--- src/hdl/srl_pkg.sv ---
// Shared types and constants of the stereo linear resampler.
// No dependencies; used by every module of the block.
`timescale 1ns / 1ps

package srl_pkg;

  localparam int FRAC_BITS_DEF = 16;
  localparam int MAX_RUN_DEF   = 8;
  localparam int SAMPLE_W      = 16;
  localparam int RATIO_W       = 18;
  localparam int DATA_W        = 32;
  localparam int APB_AW        = 3;

  localparam logic [RATIO_W-1:0] RATIO_RESET = 18'd65536;

  // Register index, taken from paddr[2].
  localparam logic REG_STEP_RATIO = 1'b0;

  typedef enum logic {
    ST_IDLE,
    ST_RUN
  } seq_state_t;

  // Control that travels alongside an interpolation through the lanes.
  typedef struct packed {
    logic valid;
    logic last;
  } issue_ctl_t;

endpackage

--- src/hdl/srl_lane.sv ---
// One channel of the interpolator: held + (new - held) * pos, truncated toward zero.
// Two register stages; depends on srl_pkg.
`timescale 1ns / 1ps

module srl_lane #(
  parameter int FRAC_BITS = srl_pkg::FRAC_BITS_DEF
) (
  input  logic                                clk,
  input  logic                                en,
  input  logic signed [srl_pkg::SAMPLE_W-1:0] held,
  input  logic signed [srl_pkg::SAMPLE_W-1:0] fresh,
  input  logic        [FRAC_BITS-1:0]         pos,
  output logic signed [srl_pkg::SAMPLE_W-1:0] y
);

  localparam int SW     = srl_pkg::SAMPLE_W;
  localparam int PROD_W = FRAC_BITS + SW + 2;
  localparam logic signed [PROD_W-1:0] BIAS = {{(PROD_W-FRAC_BITS){1'b0}}, {FRAC_BITS{1'b1}}};

  logic signed [SW:0]        diff;
  logic signed [SW-1:0]      a1;
  logic        [FRAC_BITS-1:0] pos1;
  logic signed [PROD_W-1:0]  prod;
  logic signed [SW-1:0]      a2;
  logic signed [PROD_W-1:0]  mul_a;
  logic signed [PROD_W-1:0]  mul_b;
  logic signed [PROD_W-1:0]  base;
  logic signed [PROD_W-1:0]  sum;
  logic signed [PROD_W-1:0]  rnd;

  always_ff @(posedge clk) begin
    if (en) begin
      diff <= {fresh[SW-1], fresh} - {held[SW-1], held};
      a1   <= held;
      pos1 <= pos;
      prod <= mul_a * mul_b;
      a2   <= a1;
    end
  end

  assign mul_a = PROD_W'(diff);
  assign mul_b = $signed({{(PROD_W-FRAC_BITS){1'b0}}, pos1});
  assign base  = $signed({{2{a2[SW-1]}}, a2, {FRAC_BITS{1'b0}}});
  assign sum   = base + prod;
  // bias negative sums so the shift truncates toward zero
  assign rnd   = sum + (sum[PROD_W-1] ? BIAS : '0);
  assign y     = rnd[FRAC_BITS+SW-1:FRAC_BITS];

endmodule

--- src/hdl/srl_merge.sv ---
// Merge stage: joins the two lane results into one output beat with its last flag.
// Owns the pipeline advance and the output register; depends on srl_pkg.
`timescale 1ns / 1ps

module srl_merge (
  input  logic                                clk,
  input  logic                                rst,
  input  srl_pkg::issue_ctl_t                 issue,
  input  logic signed [srl_pkg::SAMPLE_W-1:0] y_left,
  input  logic signed [srl_pkg::SAMPLE_W-1:0] y_right,
  output logic                                adv,
  input  logic                                m_tready,
  output logic                                m_tvalid,
  output logic                                m_tlast,
  output logic        [srl_pkg::DATA_W-1:0]   m_tdata
);

  srl_pkg::issue_ctl_t ctl1;
  srl_pkg::issue_ctl_t ctl2;

  // the whole pipeline holds while a beat waits at the output
  assign adv = !m_tvalid || m_tready;

  always_ff @(posedge clk) begin
    if (rst) begin
      ctl1     <= '0;
      ctl2     <= '0;
      m_tvalid <= 1'b0;
    end else if (adv) begin
      ctl1     <= issue;
      ctl2     <= ctl1;
      m_tvalid <= ctl2.valid;
    end
  end

  always_ff @(posedge clk) begin
    if (adv) begin
      m_tlast <= ctl2.last;
      m_tdata <= {y_right, y_left};
    end
  end

endmodule

--- src/hdl/srl_seq.sv ---
// Run sequencer: takes input pairs, walks the fractional position and issues
// one interpolation per cycle to both lanes while the pipeline advances. Depends on srl_pkg.
`timescale 1ns / 1ps

module srl_seq #(
  parameter int FRAC_BITS = srl_pkg::FRAC_BITS_DEF,
  parameter int MAX_RUN   = srl_pkg::MAX_RUN_DEF
) (
  input  logic                                clk,
  input  logic                                rst,
  input  logic        [srl_pkg::RATIO_W-1:0]  ratio,
  input  logic                                adv,
  input  logic                                in_valid,
  output logic                                in_ready,
  input  logic signed [srl_pkg::SAMPLE_W-1:0] in_left,
  input  logic signed [srl_pkg::SAMPLE_W-1:0] in_right,
  output srl_pkg::issue_ctl_t                 issue,
  output logic signed [srl_pkg::SAMPLE_W-1:0] held_left_o,
  output logic signed [srl_pkg::SAMPLE_W-1:0] held_right_o,
  output logic signed [srl_pkg::SAMPLE_W-1:0] new_left_o,
  output logic signed [srl_pkg::SAMPLE_W-1:0] new_right_o,
  output logic        [FRAC_BITS-1:0]         pos_o
);

  localparam int SW    = srl_pkg::SAMPLE_W;
  localparam int RW    = srl_pkg::RATIO_W;
  localparam int POS_W = ((FRAC_BITS + 1 > RW) ? FRAC_BITS + 1 : RW) + 1;
  localparam int CNT_W = (MAX_RUN > 1) ? $clog2(MAX_RUN) : 1;
  localparam logic [POS_W-1:0] ONE      = POS_W'(1) << FRAC_BITS;
  localparam logic [CNT_W-1:0] LAST_CNT = CNT_W'(MAX_RUN - 1);

  srl_pkg::seq_state_t state, state_next;
  logic              held_valid, held_valid_next;
  logic [POS_W-1:0]  pos, pos_next;
  logic [CNT_W-1:0]  cnt, cnt_next;
  logic signed [SW-1:0] held_left, held_left_next;
  logic signed [SW-1:0] held_right, held_right_next;
  logic signed [SW-1:0] new_left, new_left_next;
  logic signed [SW-1:0] new_right, new_right_next;

  logic [POS_W-1:0] ratio_ext;
  logic [POS_W-1:0] pos_sum;
  logic             pass;
  logic             run_last;

  assign ratio_ext = POS_W'(ratio);
  assign pass      = (ratio_ext == ONE);
  assign pos_sum   = pos + ratio_ext;
  assign run_last  = (pos_sum >= ONE) || (cnt == LAST_CNT);

  always_ff @(posedge clk) begin
    if (rst) begin
      state      <= srl_pkg::ST_IDLE;
      held_valid <= 1'b0;
      pos        <= '0;
      cnt        <= '0;
      held_left  <= '0;
      held_right <= '0;
    end else begin
      state      <= state_next;
      held_valid <= held_valid_next;
      pos        <= pos_next;
      cnt        <= cnt_next;
      held_left  <= held_left_next;
      held_right <= held_right_next;
    end
  end

  always_ff @(posedge clk) begin
    new_left  <= new_left_next;
    new_right <= new_right_next;
  end

  always_comb begin
    state_next      = state;
    held_valid_next = held_valid;
    pos_next        = pos;
    cnt_next        = cnt;
    held_left_next  = held_left;
    held_right_next = held_right;
    new_left_next   = new_left;
    new_right_next  = new_right;
    in_ready        = 1'b0;
    issue           = '0;
    held_left_o     = held_left;
    held_right_o    = held_right;
    new_left_o      = new_left;
    new_right_o     = new_right;
    pos_o           = pos[FRAC_BITS-1:0];

    unique case (state)
      srl_pkg::ST_IDLE: begin
        in_ready = adv;
        if (in_valid && adv) begin
          new_left_next  = in_left;
          new_right_next = in_right;
          if (pass) begin
            // straight through: interpolate at position zero from the new pair
            issue.valid     = 1'b1;
            issue.last      = 1'b1;
            held_left_o     = in_left;
            held_right_o    = in_right;
            new_left_o      = in_left;
            new_right_o     = in_right;
            pos_o           = '0;
            held_left_next  = in_left;
            held_right_next = in_right;
            held_valid_next = 1'b1;
          end else if (!held_valid) begin
            held_left_next  = in_left;
            held_right_next = in_right;
            held_valid_next = 1'b1;
          end else if (pos >= ONE) begin
            // no result: drop one whole sample from the position
            pos_next        = pos - ONE;
            held_left_next  = in_left;
            held_right_next = in_right;
          end else begin
            cnt_next   = '0;
            state_next = srl_pkg::ST_RUN;
          end
        end
      end
      srl_pkg::ST_RUN: begin
        if (adv) begin
          issue.valid = 1'b1;
          issue.last  = run_last;
          pos_next    = pos_sum;
          cnt_next    = cnt + CNT_W'(1);
          if (run_last) begin
            if (pos_sum >= ONE) begin
              pos_next = pos_sum - ONE;
            end
            held_left_next  = new_left;
            held_right_next = new_right;
            state_next      = srl_pkg::ST_IDLE;
          end
        end
      end
      default: begin
        state_next = srl_pkg::ST_IDLE;
      end
    endcase
  end

endmodule

--- src/hdl/stereo_linear_resampler_core.sv ---
// Stereo linear-interpolation resampler, one input pair in, up to MAX_RUN pairs out.
// Item flow: an input beat is taken only while the sequencer is idle. At a ratio of one
// its single result is issued in that same cycle. Otherwise, if the beat produces results,
// the sequencer then issues one interpolation per cycle while the output does not stall
// (one for each output beat, at most MAX_RUN), and takes no new beat until the run ends.
// A beat that gives no result is not followed by a run.
// The sequencer's single issue slot per cycle sets this pace.
// A result passes the lane registers and the merge output register on its way to the
// master side; a beat waiting at the output holds the whole pipeline, so neither issue
// nor input moves until it is taken. Two lanes (left, right) each interpolate with one
// multiplier; a merge stage packs them into a beat.
// step_ratio lives at APB byte address 0 and must be written while idle.
`timescale 1ns / 1ps

module stereo_linear_resampler_core #(
  parameter int FRAC_BITS = srl_pkg::FRAC_BITS_DEF,
  parameter int MAX_RUN   = srl_pkg::MAX_RUN_DEF
) (
  input  logic                        clk,
  input  logic                        rst,
  input  logic                        s_tvalid,
  output logic                        s_tready,
  input  logic [srl_pkg::DATA_W-1:0]  s_tdata,   // [15:0] left_in, [31:16] right_in
  output logic                        m_tvalid,
  input  logic                        m_tready,
  output logic [srl_pkg::DATA_W-1:0]  m_tdata,   // [15:0] left_out, [31:16] right_out
  output logic                        m_tlast,   // last_of_run
  input  logic                        psel,
  input  logic                        penable,
  input  logic                        pwrite,
  input  logic [srl_pkg::APB_AW-1:0]  paddr,
  input  logic [srl_pkg::DATA_W-1:0]  pwdata,
  output logic [srl_pkg::DATA_W-1:0]  prdata,
  output logic                        pready
);

  localparam int SW = srl_pkg::SAMPLE_W;

  logic [srl_pkg::RATIO_W-1:0] step_ratio;
  logic                        reg_hit;
  logic                        adv;
  srl_pkg::issue_ctl_t         issue;
  logic signed [SW-1:0]        held_left, held_right, new_left, new_right;
  logic        [FRAC_BITS-1:0] pos;
  logic signed [SW-1:0]        y_left, y_right;

  assign pready  = 1'b1;
  assign reg_hit = (paddr[2] == srl_pkg::REG_STEP_RATIO);
  assign prdata  = reg_hit ? srl_pkg::DATA_W'(step_ratio) : '0;

  always_ff @(posedge clk) begin
    if (rst) begin
      step_ratio <= srl_pkg::RATIO_RESET;
    end else if (psel && penable && pwrite && pready && reg_hit) begin
      step_ratio <= pwdata[srl_pkg::RATIO_W-1:0];
    end
  end

  srl_seq #(
    .FRAC_BITS (FRAC_BITS),
    .MAX_RUN   (MAX_RUN)
  ) u_seq (
    .clk          (clk),
    .rst          (rst),
    .ratio        (step_ratio),
    .adv          (adv),
    .in_valid     (s_tvalid),
    .in_ready     (s_tready),
    .in_left      ($signed(s_tdata[SW-1:0])),
    .in_right     ($signed(s_tdata[2*SW-1:SW])),
    .issue        (issue),
    .held_left_o  (held_left),
    .held_right_o (held_right),
    .new_left_o   (new_left),
    .new_right_o  (new_right),
    .pos_o        (pos)
  );

  srl_lane #(.FRAC_BITS(FRAC_BITS)) u_lane_left (
    .clk   (clk),
    .en    (adv),
    .held  (held_left),
    .fresh (new_left),
    .pos   (pos),
    .y     (y_left)
  );

  srl_lane #(.FRAC_BITS(FRAC_BITS)) u_lane_right (
    .clk   (clk),
    .en    (adv),
    .held  (held_right),
    .fresh (new_right),
    .pos   (pos),
    .y     (y_right)
  );

  srl_merge u_merge (
    .clk      (clk),
    .rst      (rst),
    .issue    (issue),
    .y_left   (y_left),
    .y_right  (y_right),
    .adv      (adv),
    .m_tready (m_tready),
    .m_tvalid (m_tvalid),
    .m_tlast  (m_tlast),
    .m_tdata  (m_tdata)
  );

endmodule

--- config.mk ---
export PLATFORM = sky130hd
export DESIGN_NAME = stereo_linear_resampler_core
export DESIGN_NICKNAME = d
export VERILOG_FILES = /design/src/hdl/srl_pkg.sv /design/src/hdl/srl_lane.sv /design/src/hdl/srl_merge.sv /design/src/hdl/srl_seq.sv /design/src/hdl/stereo_linear_resampler_core.sv
export SDC_FILE = /design/constraint.sdc
export NUM_CORES = 2
export LEC_CHECK = 0
export BUFFER_PORTS_ARGS = -buffer_cell sky130_fd_sc_hd__buf_4
export CAP_MARGIN = 20
export CORE_UTILIZATION = 60
export CTS_BUF_LIST = sky130_fd_sc_hd__clkbuf_4 sky130_fd_sc_hd__clkbuf_8
export DETAILED_ROUTE_END_ITERATION = 16
export PLACE_DENSITY = 0.78
export SLEW_MARGIN = 20
export SYNTH_ARGS = -nofsm -noshare
export SYNTH_HDL_FRONTEND = slang
export SYNTH_HIERARCHICAL = 1
export SYNTH_SLANG_ARGS = --single-unit
--- constraint.sdc ---
create_clock -name clk -period 6.72 [get_ports clk]
set_input_delay 0.672 -clock clk [delete_from_list [all_inputs] [get_ports clk]]
set_output_delay 0.672 -clock clk [all_outputs]
set_load 0.005 [all_outputs]
==> impl_metrics.json <==
{
  "dieWidth_um": 259,
  "synthArstFlopShare_pct": 0,
  "slew_headroom_pct": 29.7,
  "hold_class": "in -> reg",
  "synth_top_flop_cell": "edfxtp_1",
  "grt_max_degree": 89,
  "cp-end-kind": "flip-flop",
  "place.gp.congestion": 0.950,
  "slew_violations": 0,
  "ys.warnings.count": 6,
  "leakage_uw": 0.0213,
  "area_delta_synth_final_pct": 10.6,
  "fp-row-count": 93,
  "path_max_fanout": 4,
  "dp.cells": 5017,
  "slowest_stage": "fa_1",
  "io_pins": 142,
  "cts_hold_buffers": 0,
  "die-area_mm2": 0.0671,
  "vias": 29200,
  "drive_above_1_share_pct": 11.2,
  "postRouteAntennaNets": 0,
  "synth.largest_area_cell": "fa_1",
  "cts_buffers": 55,
  "place_hpwl_um": 72700,
  "grt_overflow": 0,
  "fin_crit_ns": 6.52,
  "cpPeakStageDelay_ns": 0.56,
  "clockBufferDepth": 3,
  "cts_max_level": 2,
  "mostFrequentLayoutCell": "inv_1",
  "tritoncts": "built",
  "yosysSeqAreaShare_pct": 23.9,
  "drt-wirelength-per-cell_um": 17.9,
  "maxCapViolCount": 0,
  "post-place-ws_ns": -0.00757,
  "max_freq_ghz": 0.153,
  "synth.top_cell.area_share_pct": 28.4,
  "path_clk_slew_ns": 0.07,
  "synth.distinct_cells": 113,
  "portBuffers": 110,
  "crit_type": "reg -> reg",
  "fin_ws_ns": 0.198,
  "nNetsFinal": 5195,
  "fin_util_pct": 67.6,
  "drt-initial-drc-count": 2400,
  "hold_viol_final": 0,
  "clock_skew_ns": 0.0302,
  "ys_seq_elements": 342,
  "grt_antenna_before_repair": 15,
  "outcome": "completed",
  "worstMarginPinSlew_ns": 1.05,
  "arrival_ns": 6.88,
  "stdcell_count": 5170,
  "grtUsageTotal_pct": 28.3,
  "initial_core_util_pct": 61.1,
  "root_buffer": "clkbuf_8",
  "power_density_mw_per_mm2": 249,
  "period_share_pct": 97.1,
  "die_h_um": 259,
  "viasPerCell": 5.64,
  "synth-edff-count": 263,
  "synth.avg_cell_area_um2": 9.76,
  "syn_area_mm2": 0.0397,
  "grt_pass1_vias": 29200,
  "vdd_drop_max_uv": 203,
  "most-common-layout-cells": "796 x inv_1, 563 x fa_1, 508 x nand2_1",
  "synth_area_leaders": "fa_1 28%, edfxtp_1 20%, ha_1 9.3%, inv_1 7.5%, nand2_1 4.8%",
  "cts_sinks": 342,
  "clk_latency_ns": 0.62,
  "crit_required_ns": 7.08,
  "core_area_mm2": 0.0649,
  "drc": 0,
  "critPathMostFrequentCell": "fa_1",
  "grt_pass1_wl_um": 150000,
  "synthCells": 4065,
  "critical_path.startpoint_type": "flip-flop",
  "finalSetupViolations": 0,
  "first_pass_iters": 6,
  "finalWirelength_um": 92700
}
[path summary, 6_finish.rpt]
| kind | from | end | slack [ns] | cells past startpoint |
|---|---|---|---|---|
| worst min-delay path | s_tdata[3] | u_seq/new_left[3] | 0.25 | 1 |
| worst min register to register | u_lane_right/a1[3] | u_lane_right/a2[3] | 0.41 | 0 |
| worst max register to register | u_lane_left/diff[16] | u_lane_left/prod[33] | 0.20 | 25 |
| worst max-delay path | u_lane_left/diff[16] | u_lane_left/prod[33] | 0.20 | 25 |
[cell type report]
type | count | area (um2)
Sequential cell | 342 | 9480
Multi-Input combinational cell | 2788 | 26700
Antenna cell | 4 | 10.0
Clock buffer | 71 | 921
Fill cell | 4989 | 21100
Clock inverter | 33 | 419
Inverter | 799 | 3010
Timing Repair Buffer | 278 | 2300
Tap cell | 855 | 1070
[layer usage]
metal  track usage [%]  part of all wire (%)  up-vias
met3              5.53                   8.1      186
met1              39.6                    43    14400
met5                 0                  0.14        -
li1                  -                     -    13500
met4              9.22                   3.2       20
met2              44.4                    46     1079
[critical path, delay by kind of cell, from the launching register on]
kind | cells | cell delay, ns
buffers and inverters | 8 | 0.92
flip-flops | 1 | 0.48
adder cells (fa/ha/maj) | 7 | 3.39
XOR/XNOR | 1 | 0.12
AO/OA/AOI/OAI | 6 | 0.87
AND/OR/NAND/NOR | 3 | 0.48
[registers in the layout, summed over array words and instances (netlist names), 17 cells and up]
register and count:
step_ratio 18, u_lane_left/diff 17, u_seq/pos 19, u_lane_left/prod 34, u_merge/m_tdata 32, u_lane_right/prod 34, u_lane_right/diff 17
[cell usage after synthesis (7+ instances only)]
master	number
inv_1	796
fa_1	563
nand2_1	508
ha_1	294
and2_1	266
edfxtp_1	263
a21oi_1	134
clkbuf_1	119
xnor2_1	117
nor2_1	113
o21ai_0	99
dfxtp_1	79
nand2b_1	53
nand3_1	53
a21o_1	44
o21a_1	35
nor3_1	34
o221ai_1	32
a2bb2oi_2	30
nand4_1	26
nor2b_1	26
xor2_1	26
mux2i_1	23
a211oi_1	20
a31oi_1	20
and3_1	18
buf_4	18
o21ai_1	15
nor4_1	13
o211ai_1	12
o21bai_1	11
o31a_1	11
and2b_2	8
or2_2	8
or3_1	8
a21oi_2	7
[logic make-up after synthesis]
kind of cell,synth area share (%)
compound gates,10.4
xor+xnor,3.16
fa+ha+maj,37.7
buf+inv,9.29
flops,23.9
mux,0.580
other cells,0.0189
simple gates,15.0
[per-stage QoR]
stage / total power, uW / setup TNS [ns] / hold WS (ns) / instance area, um2
CTS: 10700 / 0 / 0.219 / 43300
global placement: 8350 / 0 / 0.402 / 42000
floorplan: 6720 / 0 / 0.400 / 39700
global route: 11600 / -0.0465 / 0.224 / 43900
detailed placement: 8490 / -0.00757 / 0.405 / 42000
finish: 10900 / 0 / 0.250 / 43900
[power by group]
part / internal [uW] / switching [uW]
Sequential: 2950 / 494
Combinational: 2220 / 3070
Clock: 1290 / 887
[what timing repair did]
action | in CTS | in global routing
pin swaps | 0 | 8
gates resized for setup | 1 | 21
buffers inserted | 0 | 46
endpoints found under the setup margin | 1 | 10
endpoints found under the hold margin | 0 | 0
(Power assumes the default switching activity.)
